===== src/rtl/core/u8u16_pkg.sv =====
// ----------------------------------------------------------------------------
// UTF-8 to UTF-16 transcoder package
// Shared result types and byte-class constants for the transcoder core.
// ----------------------------------------------------------------------------
`default_nettype none

package u8u16_pkg;

   localparam int MaxResults  = 3;
   localparam int QueueDepth  = 4;
   localparam int CountWidth  = $clog2(MaxResults + 1);
   localparam int LevelWidth  = $clog2(QueueDepth + 1);
   localparam int SlotWidth   = $clog2(QueueDepth);

   localparam logic [7:0]  LEAD_TWO_LIMIT   = 8'hE0;
   localparam logic [7:0]  LEAD_THREE_LIMIT = 8'hF0;
   localparam logic [7:0]  ASCII_LIMIT      = 8'h80;
   localparam logic [19:0] SUPP_OFFSET      = 20'h10000;
   localparam logic [15:0] HIGH_SURR_BASE   = 16'hD800;
   localparam logic [15:0] LOW_SURR_BASE    = 16'hDC00;

   localparam logic STATUS_OK        = 1'b0;
   localparam logic STATUS_TRUNCATED = 1'b1;

   typedef struct packed {
      logic [15:0] code_unit;
      logic        is_end;
      logic        status;
      logic        last_of_run;
   } result_type;

   typedef struct packed {
      logic [CountWidth-1:0]        count;
      result_type [MaxResults-1:0]  item;
   } burst_type;

endpackage

`default_nettype wire


===== src/rtl/core/u8u16_step.sv =====
// ----------------------------------------------------------------------------
// UTF-8 decode step
// Holds the sequence state and turns one accepted byte into up to three
// result items combinationally.
// ----------------------------------------------------------------------------
`default_nettype none

module u8u16_step
   import u8u16_pkg::*;
(
   input  wire logic        clock,
   input  wire logic        reset,
   input  wire logic        accept,
   input  wire logic [7:0]  byte_in,
   input  wire logic        final_byte,
   output burst_type        burst
);

   logic [1:0]  pending_ff, pending_in;
   logic [20:0] partial_ff, partial_in;
   logic        four_ff, four_in;
   logic        skip_ff, skip_in;

   always_comb begin
      logic [20:0] joined;
      logic [19:0] offset;
      logic [1:0]  left;
      logic        ended;
      result_type  res;

      pending_in = pending_ff;
      partial_in = partial_ff;
      four_in    = four_ff;
      skip_in    = skip_ff;
      burst      = '0;
      ended      = 1'b0;
      joined     = {partial_ff[14:0], byte_in[5:0]};
      offset     = joined[19:0] - SUPP_OFFSET;
      left       = pending_ff - 2'd1;
      res        = '0;

      if (skip_ff) begin
         if (final_byte) begin
            skip_in = 1'b0;
         end
      end else begin
         if (pending_ff != 2'd0) begin
            partial_in = joined;
            pending_in = left;
            if (left == 2'd0) begin
               if (four_ff) begin
                  res.code_unit = HIGH_SURR_BASE | {6'd0, offset[19:10]};
                  burst.item[0] = res;
                  res.code_unit = LOW_SURR_BASE | {6'd0, offset[9:0]};
                  burst.item[1] = res;
                  burst.count   = CountWidth'(2);
               end else begin
                  res.code_unit = joined[15:0];
                  burst.item[0] = res;
                  burst.count   = CountWidth'(1);
               end
               partial_in = '0;
               four_in    = 1'b0;
            end
         end else if (byte_in == 8'd0) begin
            res.is_end    = 1'b1;
            res.status    = STATUS_OK;
            burst.item[0] = res;
            burst.count   = CountWidth'(1);
            ended         = 1'b1;
            skip_in       = !final_byte;
         end else if (byte_in < ASCII_LIMIT) begin
            res.code_unit = {8'd0, byte_in};
            burst.item[0] = res;
            burst.count   = CountWidth'(1);
         end else if (byte_in < LEAD_TWO_LIMIT) begin
            partial_in = {16'd0, byte_in[4:0]};
            pending_in = 2'd1;
            four_in    = 1'b0;
         end else if (byte_in < LEAD_THREE_LIMIT) begin
            partial_in = {17'd0, byte_in[3:0]};
            pending_in = 2'd2;
            four_in    = 1'b0;
         end else begin
            partial_in = {18'd0, byte_in[2:0]};
            pending_in = 2'd3;
            four_in    = 1'b1;
         end

         // The end report of a final byte follows whatever the byte produced.
         if (final_byte) begin
            if (!ended) begin
               res           = '0;
               res.is_end    = 1'b1;
               res.status    = (pending_in != 2'd0) ? STATUS_TRUNCATED : STATUS_OK;
               burst.item[burst.count[1:0]] = res;
               burst.count   = burst.count + CountWidth'(1);
            end
            pending_in = '0;
            partial_in = '0;
            four_in    = 1'b0;
            skip_in    = 1'b0;
         end
      end

      if (burst.count != '0) begin
         burst.item[burst.count[1:0] - 2'd1].last_of_run = 1'b1;
      end
   end

   always_ff @(posedge clock) begin
      if (reset) begin
         pending_ff <= '0;
         partial_ff <= '0;
         four_ff    <= 1'b0;
         skip_ff    <= 1'b0;
      end else if (accept) begin
         pending_ff <= pending_in;
         partial_ff <= partial_in;
         four_ff    <= four_in;
         skip_ff    <= skip_in;
      end
   end

endmodule

`default_nettype wire


===== src/rtl/core/utf8_to_utf16_transcoder.sv =====
// Results are registered in the result queue and offered on rsp_ from its head.
// Throughput: one byte per cycle while each byte gives at most one result and
// the result port is not stalled. The result port drains one item per cycle
// while rsp_ready is high. A four-entry result queue sets this.
// Reset: synchronous, active high; empties the queue and clears decode state.
// ----------------------------------------------------------------------------
// UTF-8 to UTF-16 transcoder
// Decodes a byte stream into UTF-16 code units and end-of-string reports.
// ----------------------------------------------------------------------------
`default_nettype none

module utf8_to_utf16_transcoder
   import u8u16_pkg::*;
(
   input  wire logic        clock,
   input  wire logic        reset,
   input  wire logic        req_valid,
   output      logic        req_ready,
   input  wire logic [7:0]  req_byte_in,
   input  wire logic        req_final_byte,
   output      logic        rsp_valid,
   input  wire logic        rsp_ready,
   output      logic [15:0] rsp_code_unit,
   output      logic        rsp_is_end,
   output      logic        rsp_status,
   output      logic        rsp_last_of_run
);

   result_type [QueueDepth-1:0] queue_ff, queue_in;
   logic [LevelWidth-1:0]       level_ff, level_in;
   logic                        req_fire, rsp_fire;
   burst_type                   burst;
   logic [SlotWidth-1:0]        tail_slot;

   assign req_fire  = req_valid && req_ready;
   assign rsp_fire  = rsp_valid && rsp_ready;
   // Accept only when a full burst of results is sure to fit.
   assign req_ready = level_ff <= LevelWidth'(QueueDepth - MaxResults);
   assign rsp_valid = level_ff != '0;

   assign rsp_code_unit   = queue_ff[0].code_unit;
   assign rsp_is_end      = queue_ff[0].is_end;
   assign rsp_status      = queue_ff[0].status;
   assign rsp_last_of_run = queue_ff[0].last_of_run;
   assign tail_slot       = SlotWidth'(level_ff - LevelWidth'(1));

   u8u16_step step_inst (
      .clock      (clock),
      .reset      (reset),
      .accept     (req_fire),
      .byte_in    (req_byte_in),
      .final_byte (req_final_byte),
      .burst      (burst)
   );

   always_comb begin
      logic [LevelWidth-1:0] base;
      logic [LevelWidth-1:0] offset;
      logic [LevelWidth-1:0] pushed;

      base   = level_ff - LevelWidth'(rsp_fire);
      pushed = req_fire ? LevelWidth'(burst.count) : '0;
      for (int i = 0; i < QueueDepth; i++) begin
         if (rsp_fire && i < QueueDepth - 1) begin
            queue_in[i] = queue_ff[i+1];
         end else begin
            queue_in[i] = queue_ff[i];
         end
         offset = LevelWidth'(i) - base;
         if (LevelWidth'(i) >= base && offset < pushed) begin
            queue_in[i] = burst.item[offset[1:0]];
         end
      end
      level_in = base + pushed;
   end

   always_ff @(posedge clock) begin
      if (reset) begin
         level_ff <= '0;
      end else begin
         level_ff <= level_in;
      end
      queue_ff <= queue_in;
   end

   assert property (@(posedge clock) disable iff (reset)
      level_ff <= LevelWidth'(QueueDepth))
      else $error("result queue overfilled");

   assert property (@(posedge clock) disable iff (reset)
      (rsp_fire && !req_fire) |=> level_ff == $past(level_ff) - LevelWidth'(1))
      else $error("queue level lost track of a drained item");

   assert property (@(posedge clock) disable iff (reset)
      level_ff != '0 |-> queue_ff[tail_slot].last_of_run)
      else $error("queue tail is not the last item of a byte");

   assert property (@(posedge clock) disable iff (reset)
      (req_fire && burst.count > CountWidth'(1)) |->
         burst.item[0].is_end == 1'b0)
      else $error("end report placed before a code unit");

endmodule

`default_nettype wire


===== config.mk =====
export PLATFORM = sky130hd
export DESIGN_NAME = utf8_to_utf16_transcoder
export DESIGN_NICKNAME = d
export VERILOG_FILES = /design/src/rtl/core/u8u16_pkg.sv /design/src/rtl/core/u8u16_step.sv /design/src/rtl/core/utf8_to_utf16_transcoder.sv
export SDC_FILE = /design/constraint.sdc
export NUM_CORES = 1
export LEC_CHECK = 0
export BUFFER_PORTS_ARGS = -buffer_cell sky130_fd_sc_hd__buf_2
export CAP_MARGIN = 15
export CORE_AREA = 2 2 111 113
export CTS_BUF_LIST = sky130_fd_sc_hd__clkbuf_8
export CTS_CLUSTER_SIZE = 20
export DETAILED_ROUTE_END_ITERATION = 8
export DIE_AREA = 0 0 113 115
export PLACE_DENSITY_LB_ADDON = 0.08
export SLEW_MARGIN = 10
export SYNTH_ARGS = -nofsm -noshare
export SYNTH_HDL_FRONTEND = slang
export SYNTH_SLANG_ARGS = --single-unit

===== constraint.sdc =====
create_clock -name clock -period 7.8 [get_ports clock]
set_clock_uncertainty 0.15 [all_clocks]
set_input_delay 1.56 -clock clock [delete_from_list [all_inputs] [get_ports clock]]
set_output_delay 1.56 -clock clock [all_outputs]
set_load 0.1 [all_outputs]

# == Word-level counts from Yosys, hierarchy flattened ==
# Cells that the tools add are included.
# classes
eq_ne,3
n_reduce_logical,21
shifts,0
bitwise,1
mux,70
multipliers,0
div,0
n_lt_le_gt_ge,20
n_addsub,10
# op_table
cell,n
$mux 19,18
$mux 59,3
$bmux 19 s2,4
$bwmux 57,2
$demux 19 s2,2
$mux 14,5
$mux 57,1
$mux 38,1
$lt 8x8->1 const B,3
$mux 2,12
$sub 20x17->20 const B,1
$mux 1,19
$lt 2x3->1 const B,6
$lt 3x2->1,4
$reduce_bool 2->1,6
$mux 11,1
$logic_and 1x1->1,8
$logic_not 8->1,1
$ge 1x3->1 const A,2
$ge 2x3->1 const A,2
$ne 3x2->1 const B,2
$sub 1x3->3 const A,2
$sub 2x3->3 const A,2
$mux 5,1
15 further kinds,17
# totals
in_bits,13
output_inout_bits,21
mem_bits_rw,0
romBits,0
wordCells,146
ff_bits,97
mem_count,0
latchBits,0

# == Longest topological paths before layout ==
# Gate-level depths: netlist of run 1.
# logic_depth
word_depth,23
ltp_mapped,16
mapped_depth_nobuf,14

# == By module ==
# From an unflattened synthesis of run 1, not the netlist that was laid out.
# unflattened
cells_unflattened,614
hier_area_um2,6299.8
# modules_own_cells
module,area_each_um2,cells_per_inst,n_inst,seq_area_each_um2
utf8_to_utf16_transcoder,4749.6,393,1,2342.2
u8u16_step,1550.2,221,1,360.3

# == Least setup slack after synthesis of run 1 ==
# Ideal clock, no wire load.
# synth_path
path_kind,reg2reg
startpoint,register level_ff[1]
endpoint,"register queue_ff (netlist bit rsp_code_unit[0]), enable pin"
setup_time_ns,0.376
t_required_ns,7.274
synth_period_minus_slack_ns,7.048
setup_slack_ns,0.752
path_stages_with_launch,16
t_arrival_ns,6.522
n_path_buf,3
path_cell_list,dfxtp_1 > nor2_1 > nand2_1 > nand2_1 > inv_1 > ha_1 > ha_1 > clkbuf_1 > inv_1 > ha_1 > clkinv_1 > ha_1 > or4_1 > clkbuf_1 > clkbuf_1 > nand2_1
# synth_between
elab_cells_between_ends,11
classes_between,add/sub (2); order compare (3); mux (1); reduce/logical (5)
# synth_lines
item,line,source
"start, declared",utf8_to_utf16_transcoder.sv:30,"logic [LevelWidth-1:0] level_ff, level_in;"
"start signal, assigned",utf8_to_utf16_transcoder.sv:81,level_ff <= level_in;
$le 3x1->1,utf8_to_utf16_transcoder.sv:38,assign req_ready = level_ff <= LevelWidth'(QueueDepth - MaxResults);
named net req_ready,utf8_to_utf16_transcoder.sv:18,"output logic req_ready,"
$logic_and 1x1->1,utf8_to_utf16_transcoder.sv:35,assign req_fire = req_valid && req_ready;
$mux 2,utf8_to_utf16_transcoder.sv:62,pushed = req_fire ? LevelWidth'(burst.count) : '0;
$lt 3x2->1,utf8_to_utf16_transcoder.sv:70,if (LevelWidth'(i) >= base && offset < pushed) begin
$logic_and 1x1->1,utf8_to_utf16_transcoder.sv:70,
$reduce_bool 2->1 (no source line),n/a,
"end signal, assigned",utf8_to_utf16_transcoder.sv:83,queue_ff <= queue_in;
"end, declared",utf8_to_utf16_transcoder.sv:29,"result_type [QueueDepth-1:0] queue_ff, queue_in;"
# The timed path passes the listed nets, and every way through them passes these cells.
# A chain may end at the register's enable or synchronous reset.

==> metrics.md, run 1 <==
| Metric | Value |
|---|---|
| Status | finished with violations |
| Failing checks | DRC |
| DRT antenna net count | 0 |
| Antenna violations before repair | 0 |
| CTS buffer count | 9 |
| Initial core utilization | 47.9% |
| Crit path kind | input pin to flop |
| Hold Buf Count CTS | 0 |
| Skew-Pair Late Insertion Delay | 0.39 ns |
| TritonCTS clock tree | done |
| RSZ-0062 raised after global routing | no |
| CTS clk-pin slew, worst paths | 0.10 ns |
| Minimum clock period | 5.54 ns |
| First-pass GRT wire length | 24200 um |
| DR WL/cell | 20.0 um |
| Clk Tree Root Cell | clkbuf_8 |
| Remaining DRCs | 1 |
| Max clock buf depth | 2 |
| Slew Limit Fails | 0 |
| Mapped Cells | 609 |
| Sequential area share after synthesis | 47.8% |
| Avg Vias per Cell | 6.19 |
| Largest net degree at the start of global routing | 35 |
| Layout cell share with drive strength beyond 1 | 12.3% |
| Die area | 13000 um2 |
| YS warnings | 0 |
| Final wirelength | 15100 um |
| Global-route usage over all layers | 24.1% |
| Antenna diodes | 0 |
| Final setup violation count | 0 |
| Vias in the first global route | 4321 |
| Hold Vio Cnt, Final | 0 |
| Hold Crit Class | flop to flop |
| Critical Path AT | 5.64 ns |
| Register area | 2700 um2 |
| Fin crit share | 71.1% |
| Synthesized Nets | 642 |
| Post-synth EDFFs | 76 |
| Area Overhead vs Synth | 6.17% |
| Core area | 11800 um2 |
| Crit path launch type | input pin |
| TNS Setup | 0 ns |
| GP Congestion | 0.884 |
| Height of the chip | 115 um |
| Max-Cap Viols | 0 |
| Fmax | 0.180 GHz |
| Final Net Count | 638 |
| Post-place setup slack | 1.92 ns |
| Placed insts | 741 |
| GR Overflow Total | 0 |
| Port Buffers | 33 |
| H-Tree Depth | 3 |
| CTS Sinks | 97 |
| DRT Pass-1 Iters | 7 |
| Vias | 4687 |
| HPWL Detailed | 10600 um |
| CP endpoint kind | flop |
| Cell area after synthesis | 5660 um2 |
| Most common cell after layout, fill and taps aside | nand2_1 |
| Final non-filler cell total | 757 |
| Ys flop type | edfxtp_1 |
| Netlist cell types | 61 |
| Post_cts resized | 0 |
| Worst-Margin Slew | 1.09 ns |
| Slew HR | 26.6% |
| Critical path peak fanout | 34 |
| Worst EP required | 7.89 ns |
| Post-Syn Area per Cell | 9.29 um2 |
| # IOs | 34 |
| Asr flop ratio synth | 0% |
| Post-CTS Setup Bufs | 0 |
| Fillers | 1082 |
| Multi-input logic area | 2590 um2 |
| Std cell rows | 40 |
| Die Width | 113 um |
| Final worst slack | 2.26 ns |
| Synthesis-stage register bit count | 97 |
| Most used cells in the layout excluding fill and tap cells | nand2_1, edfxtp_1, o21ai_0, a21oi_1, nor2_1 |
| Drt first-iter violations | 516 |
-- stage by stage --
step | hold WS [ns] | instance area, um2 | util, %
floorplan | 0.294 | 5660 | -
global placement | 0.310 | 5810 | 49.2
detailed placement | 0.321 | 5810 | 49.2
CTS | 0.335 | 6000 | 50.8
global route | 0.370 | 6000 | 50.8
finish | 0.329 | 6000 | 50.8
-- final timing paths --
kind	startpoint	endpoint	slack [ns]	cells past startpoint
setup / recovery	rsp_ready	rsp_is_end	2.26	11
hold / removal	step_inst.partial_ff[13]	step_inst.partial_ff[13]	0.33	2
setup reg to reg	level_ff[1]	rsp_is_end	2.80	12
hold reg to reg	step_inst.partial_ff[13]	step_inst.partial_ff[13]	0.33	2
-- worst max-delay path, cell delays in order --
cell and delay [ns]:
buf_2 0.10, nand2_1 0.16, inv_1 0.07, ha_1 0.28, buf_4 0.25, ha_1 0.73
clkinv_1 0.48, ha_1 0.37, or4_1 0.96, or4_1 0.57, nand3_1 0.10
-- sequential cells by signal (all words and copies together) (netlist names) --
name	count
rsp_is_end	1
step_inst.partial_ff	14
step_inst.pending_ff	2
rsp_last_of_run	1
level_ff	3
queue_ff	57
step_inst.four_ff	1
step_inst.skip_ff	1
rsp_status	1
rsp_code_unit	16
-- layout make-up --
| type | count | share of cell area, % |
|---|---|---|
| clock buffer | 9 | 2.06 |
| inverter | 22 | 1.38 |
| sequential | 97 | 45.0 |
| multi-input combinational | 431 | 43.2 |
| clock inverter | 7 | 1.17 |
| timing repair buffer | 44 | 4.13 |
| tap | 147 | 3.06 |
-- metal layers --
layer / GRT usage [%] / wire (um) / vias up
li1: - / - / 2227
met4: 9.27 / 266 / 0
met1: 35.3 / 7230 / 2230
met5: 0 / 0 / -
met2: 36.1 / 6630 / 211
met3: 3.48 / 1010 / 19
-- kinds of logic (layout without fill, tap and decap cells) --
logic type,after synthesis,after routing,share of synthesized area [%]
xor+xnor,4,4,0.620
buf+inv,81,82,6.50
flops,97,97,47.8
fa+ha+maj,20,20,4.56
mux,12,12,2.26
compound gates,165,165,18.4
simple gates,230,230,19.9
-- synth_stat cells (2+ instances only) --
| library cell | instances | area share (%) |
|---|---|---|
| o21ai_0 | 49 | 4.3 |
| nor4_1 | 8 | 0.88 |
| and3_1 | 3 | 0.33 |
| clkbuf_1 | 37 | 2.5 |
| dfxtp_1 | 21 | 7.4 |
| xnor2_1 | 3 | 0.46 |
| o41ai_1 | 3 | 0.46 |
| nand2_1 | 84 | 5.6 |
| or2_2 | 3 | 0.33 |
| a31oi_1 | 8 | 0.88 |
| nor3b_1 | 8 | 1.1 |
| and3b_1 | 2 | 0.31 |
| o22ai_1 | 3 | 0.33 |
| ha_1 | 19 | 4.2 |
| buf_1 | 3 | 0.20 |
| nor2b_1 | 5 | 0.55 |
| nand2b_1 | 6 | 0.66 |
| o21ai_1 | 2 | 0.18 |
| or4_1 | 6 | 0.80 |
| buf_4 | 16 | 2.1 |
| edfxtp_1 | 76 | 40 |
| a2bb2oi_1 | 5 | 0.77 |
| o31ai_1 | 11 | 1.5 |
| nor4b_1 | 4 | 0.62 |
| mux2_2 | 6 | 1.2 |
| buf_2 | 3 | 0.27 |
| a22o_1 | 4 | 0.62 |
| o31a_1 | 3 | 0.46 |
| a32oi_1 | 3 | 0.46 |
| nand3_1 | 19 | 1.7 |
| nand3b_1 | 2 | 0.27 |
| nor2_1 | 44 | 2.9 |
| or3_1 | 3 | 0.33 |
| a21oi_1 | 46 | 4.1 |
| a211oi_1 | 5 | 0.66 |
| inv_1 | 21 | 1.4 |
| a22oi_1 | 10 | 1.3 |
| nand4_1 | 7 | 0.77 |
| o32ai_1 | 2 | 0.31 |
| nor3_1 | 18 | 1.6 |
| a211o_1 | 3 | 0.46 |
| mux2i_1 | 6 | 1.1 |
Power of run 1 is not shown: default switching activity piles up to over one toggle a cycle in this logic, so the estimate is an artifact.
==> run 2, diff against run 1 <==
==> constraint.sdc (replaced) <==
create_clock -name clock -period 5.42 [get_ports clock]
set_clock_uncertainty 0.15 [all_clocks]
set_input_delay 1.084 -clock clock [delete_from_list [all_inputs] [get_ports clock]]
set_output_delay 1.084 -clock clock [all_outputs]
set_load 0.1 [all_outputs]
==> metrics.md, run 2 (synthesis gave the netlist of run 1 again) <==
| Metric | Value |
|---|---|
| DRT Pass-1 Iters | 7 (unchanged) |
| Register area | 2700 um2 (unchanged) |
| DRT antenna net count | 0 (unchanged) |
| Crit path launch type | input pin (unchanged) |
| Avg Vias per Cell | 6.14 (was 6.19) |
| Critical path peak fanout | 28 (was 34) |
| Post-CTS Setup Bufs | 0 (unchanged) |
| Critical Path AT | 4.34 ns (was 5.64 ns) |
| Fillers | 1106 (was 1082) |
| Core area | 11800 um2 (unchanged) |
| Hold Worst Slack | 0.326 ns (was 0.329 ns) |
| Height of the chip | 115 um (unchanged) |
| Hold Crit Class | flop to flop (unchanged) |
| RSZ-0062 raised after global routing | no (unchanged) |
| H-Tree Depth | 3 (unchanged) |
| Std cell rows | 40 (unchanged) |
| Status | finished with violations (unchanged) |
| Max reg flops | 57 (unchanged) |
| TritonCTS clock tree | done (unchanged) |
| Antenna violations before repair | 0 (unchanged) |
| CTS Sinks | 97 (unchanged) |
| Slew Limit Fails | 0 (unchanged) |
| Port Buffers | 33 (unchanged) |
| Finished Cell Area | 6070 um2 (was 6000 um2) |
| Die Width | 113 um (unchanged) |
| Largest net degree at the start of global routing | 32 (was 35) |
| Drt first-iter violations | 571 (was 516) |
| Minimum clock period | 4.41 ns |
| Final Util | 51.4% (was 50.8%) |
| GP Congestion | 0.911 (was 0.884) |
| Max-Cap Viols | 0 (unchanged) |
| Vias | 4690 (was 4687) |
| # IOs | 34 (unchanged) |
| Hold Buf Count CTS | 0 (unchanged) |
| Top reg by flops | queue_ff (unchanged) |
| Vias in the first global route | 4288 (was 4321) |
| CTS clk-pin slew, worst paths | 0.09 ns (was 0.10 ns) |
| Failing checks | DRC (unchanged) |
| HPWL Detailed | 10700 um (was 10600 um) |
| Most common cell after layout, fill and taps aside | nand2_1 (unchanged) |
| Max clock buf depth | 2 (unchanged) |
| CTS buffer count | 9 (unchanged) |
| Fin crit share | 81.4% |
| Skew-Pair Late Insertion Delay | 0.39 ns (about the same) |
| Antenna diodes | 0 (unchanged) |
| Multi-input logic area | 2610 um2 (was 2590 um2) |
| TNS Setup | 0 ns (unchanged) |
| Worst R2R Setup Slack | 1.26 ns (was 2.80 ns) |
| GR Overflow Total | 0 (unchanged) |
| Layout cell share with drive strength beyond 1 | 13.6% (was 12.3%) |
| Most used cells in the layout excluding fill and tap cells | nand2_1, edfxtp_1, o21ai_0, a21oi_1, nor2_1 (unchanged) |
| Global-route usage over all layers | 24.3% (was 24.1%) |
| DR WL/cell | 20.2 um (was 20.0 um) |
| Clk Tree Root Cell | clkbuf_8 (unchanged) |
| Crit path kind | input pin to flop (unchanged) |
| Fmax | 0.227 GHz |
| Final Net Count | 646 (was 638) |
| Placed instance area | 5880 um2 (was 5810 um2) |
| Worst EP required | 5.35 ns (was 7.89 ns) |
| First-pass GRT wire length | 24200 um (about the same) |
| Final wirelength | 15400 um (was 15100 um) |
| Post_cts resized | 0 (unchanged) |
| Die area | 13000 um2 (unchanged) |
| Slew HR | 38.5% (was 26.6%) |
| CP endpoint kind | flop (unchanged) |
| Hold Vio Cnt, Final | 0 (unchanged) |
| Initial core utilization | 47.9% (unchanged) |
| Remaining DRCs | 2 (was 1) |
| Worst-Margin Slew | 0.922 ns (was 1.09 ns) |
| Final setup violation count | 0 (unchanged) |
| Area Overhead vs Synth | 7.32% (was 6.17%) |
==> run 2: metrics by stage <==
step           setup WS (ns)  std cells
2_1_floorplan         0.0929        609
3_3_place_gp           0.752        748
3_5_place_dp           0.641        748
4_1_cts                 1.05        763
5_1_grt                0.665        764
6_report                1.01        764
==> run 2: path summary, 6_finish.rpt <==
check	from	endpoint	cells past startpoint
hold / removal	step_inst.partial_ff[11]	step_inst.partial_ff[11]	2
setup reg to reg	level_ff[2]	queue_ff[49]	14
setup / recovery	req_byte_in[7]	rsp_code_unit[0]	13
hold reg to reg	step_inst.partial_ff[11]	step_inst.partial_ff[11]	2
==> run 2: layout make-up <==
| class | count | area share, % |
|---|---|---|
| Inverter | 22 | 1.36 |
| Multi-Input combinational cell | 431 | 43.0 |
| Sequential cell | 97 | 44.5 |
| Timing Repair Buffer | 52 | 5.07 |
| Clock inverter | 6 | 0.989 |
| Clock buffer | 9 | 2.04 |
| Tap cell | 147 | 3.03 |
==> run 2: worst max-delay path, cell delays in order <==
cell and delay [ns]:
buf_2 0.19, nor2b_1 0.17, a211oi_1 0.42, inv_1 0.19, ha_1 0.40, o22ai_1 0.14, nand2_1 0.17, ha_1 0.39
nor2_1 0.07, or4_1 0.46, buf_4 0.24, nand2_1 0.12, buf_4 0.27
==> run 2: per-layer routing <==
metal / track usage (%) / vias to the layer above / part of all wire, %
li1: - / 2233 / -
met1: 35.7 / 2237 / 45
met2: 37.2 / 198 / 45
met3: 4.38 / 22 / 8.8
met4: 6.75 / 0 / 1.5
met5: 0 / - / 0
Power of run 2 is left out for the same reason.
==> run 3, diff against run 2 <==
==> constraint.sdc (replaced) <==
create_clock -name clock -period 4.5 [get_ports clock]
set_clock_uncertainty 0.15 [all_clocks]
set_input_delay 0.9 -clock clock [delete_from_list [all_inputs] [get_ports clock]]
set_output_delay 0.9 -clock clock [all_outputs]
set_load 0.1 [all_outputs]
==> metrics.md, run 3 (synthesis gave the netlist of run 1 again) <==
| Metric | Value |
|---|---|
| CTS clk-pin slew, worst paths | 0.10 ns (was 0.09 ns) |
| Critical path peak fanout | 25 (was 28) |
| Status | finished with violations (unchanged) |
| Failing checks | DRC (unchanged) |
| Die Width | 113 um (unchanged) |
| Hold Vio Cnt, Final | 0 (unchanged) |
| Largest net degree at the start of global routing | 33 (was 32) |
| Hold Buf Count CTS | 0 (unchanged) |
| Min-delay src | step_inst.partial_ff[13] (was step_inst.partial_ff[11]) |
| Top reg by flops | queue_ff (unchanged) |
| Max clock buf depth | 2 (unchanged) |
| Worst EP required | 4.50 ns (was 5.35 ns) |
| Std cell rows | 40 (unchanged) |
| Remaining DRCs | 2 (unchanged) |
| # IOs | 34 (unchanged) |
| Vias | 4719 (was 4690) |
| TritonCTS clock tree | done (unchanged) |
| DRT Pass-1 Iters | 8 (was 7) |
| Hold Crit Class | flop to flop (unchanged) |
| HPWL Detailed | 10800 um (was 10700 um) |
| Minimum clock period | 3.99 ns |
| Final setup violation count | 0 (unchanged) |
| Antenna violations before repair | 0 (unchanged) |
| Crit path launch type | input pin (unchanged) |
| GP Congestion | 0.921 (was 0.911) |
| H-Tree Depth | 3 (unchanged) |
| Post-CTS Setup Bufs | 0 (unchanged) |
| Max-Cap Viols | 0 (unchanged) |
| Reg2reg start | level_ff[2] (unchanged) |
| Area Overhead vs Synth | 9.18% (was 7.32%) |
| R2r endpoint | rsp_code_unit[7] (was queue_ff[49]) |
| Global-route usage over all layers | 24.1% (was 24.3%) |
| Hold Worst Slack | 0.331 ns (was 0.326 ns) |
| Crit path kind | input pin to flop (unchanged) |
| Height of the chip | 115 um (unchanged) |
| Slew HR | 27.1% (was 38.5%) |
| Most used cells in the layout excluding fill and tap cells | nand2_1, edfxtp_1, o21ai_0, a21oi_1, nor2_1 (unchanged) |
| Fillers | 1108 (was 1106) |
| GR Overflow Total | 0 (unchanged) |
| CTS buffer count | 9 (unchanged) |
| CTS Sinks | 97 (unchanged) |
| Fmax | 0.251 GHz |
| Avg Vias per Cell | 6.14 (about the same) |
| Antenna diodes | 0 (unchanged) |
| Clk Tree Root Cell | clkbuf_8 (unchanged) |
| Fin crit share | 88.6% |
| Hold path depth | 2 (unchanged) |
| Core area | 11800 um2 (unchanged) |
| Post-place setup slack | 0.199 ns (was 0.641 ns) |
| DRT antenna net count | 0 (unchanged) |
| Worst R2R Setup Slack | 0.79 ns (was 1.26 ns) |
| Port Buffers | 33 (unchanged) |
| RSZ-0062 raised after global routing | no (unchanged) |
| Final worst slack | 0.514 ns (was 1.01 ns) |
| Max reg flops | 57 (unchanged) |
| Post_cts resized | 0 (unchanged) |
| Skew-Pair Late Insertion Delay | 0.38 ns (was 0.39 ns) |
| Layout cell share with drive strength beyond 1 | 15.1% (was 13.6%) |
| Critical Path AT | 3.98 ns (was 4.34 ns) |
| CP endpoint kind | flop (unchanged) |
| Slew Limit Fails | 0 (unchanged) |
| Hold worst-path end | step_inst.partial_ff[13] (was step_inst.partial_ff[11]) |
| Vias in the first global route | 4328 (was 4288) |
| Worst-Margin Slew | 1.09 ns (was 0.922 ns) |
| TNS Setup | 0 ns (unchanged) |
| Register-to-Register Path Depth | 12 (was 14) |
| Final wirelength | 15200 um (was 15400 um) |
| Die area | 13000 um2 (unchanged) |
| DR WL/cell | 19.8 um (was 20.2 um) |
| Most common cell after layout, fill and taps aside | nand2_1 (unchanged) |
| Final Net Count | 650 (was 646) |
| First-pass GRT wire length | 24000 um (was 24200 um) |
| Drt first-iter violations | 605 (was 571) |
| Initial core utilization | 47.9% (unchanged) |
## run 3: worst max-delay path by stage
stage	from	endpoint	slack [ns]	depth (start not counted)
2_1_floorplan	level_ff[2]	rsp_code_unit[0]	0.003	15
3_3_place_gp	req_byte_in[0]	rsp_code_unit[7]	0.31	10
3_5_place_dp	req_byte_in[7]	rsp_code_unit[7]	0.20	12
4_1_cts	req_byte_in[7]	rsp_code_unit[7]	0.59	12
5_1_grt	req_byte_in[7]	rsp_code_unit[2]	0.31	12
6_report	req_byte_in[7]	rsp_code_unit[7]	0.51	12
## run 3: metrics by stage
| step | utilization (%) | cell area [um2] | cells |
|---|---|---|---|
| detailed placement | 50.6 | 5970 | 753 |
| finish | 52.3 | 6170 | 769 |
| floorplan | - | 5750 | 609 |
| global route | 52.3 | 6170 | 769 |
| CTS | 52.3 | 6170 | 769 |
| global placement | 50.6 | 5970 | 753 |
## run 3: critical path, stage by stage
cell      delay, ns
buf_2          0.19
nor2b_1        0.18
a211oi_1       0.32
inv_1          0.18
ha_1           0.40
o22ai_1        0.17
nand2_1        0.17
ha_1           0.33
nor2_1         0.06
or4_1          0.55
buf_4          0.27
a22o_1         0.26
## run 3: final cells by class
type	instances	area, um2	share of cell area (%)
multi-input cells	431	2660	43.1
repair buffers	56	338	5.47
flip-flops and latches	97	2700	43.8
clock inverters	7	76.3	1.24
well taps	147	184	2.98
inverters	22	87.6	1.42
clock buffers	9	124	2.01
## run 3: metal layers
metal,part of all wire (%),vias up,wire length (um),track usage [%]
li1,-,2248,-,-
met1,47,2277,7090,35.6
met2,45,179,6830,36.6
met3,7.0,15,1060,2.95
met4,1.7,0,260,8.86
met5,0,-,0,0
Power of run 3 is left out for the same reason.
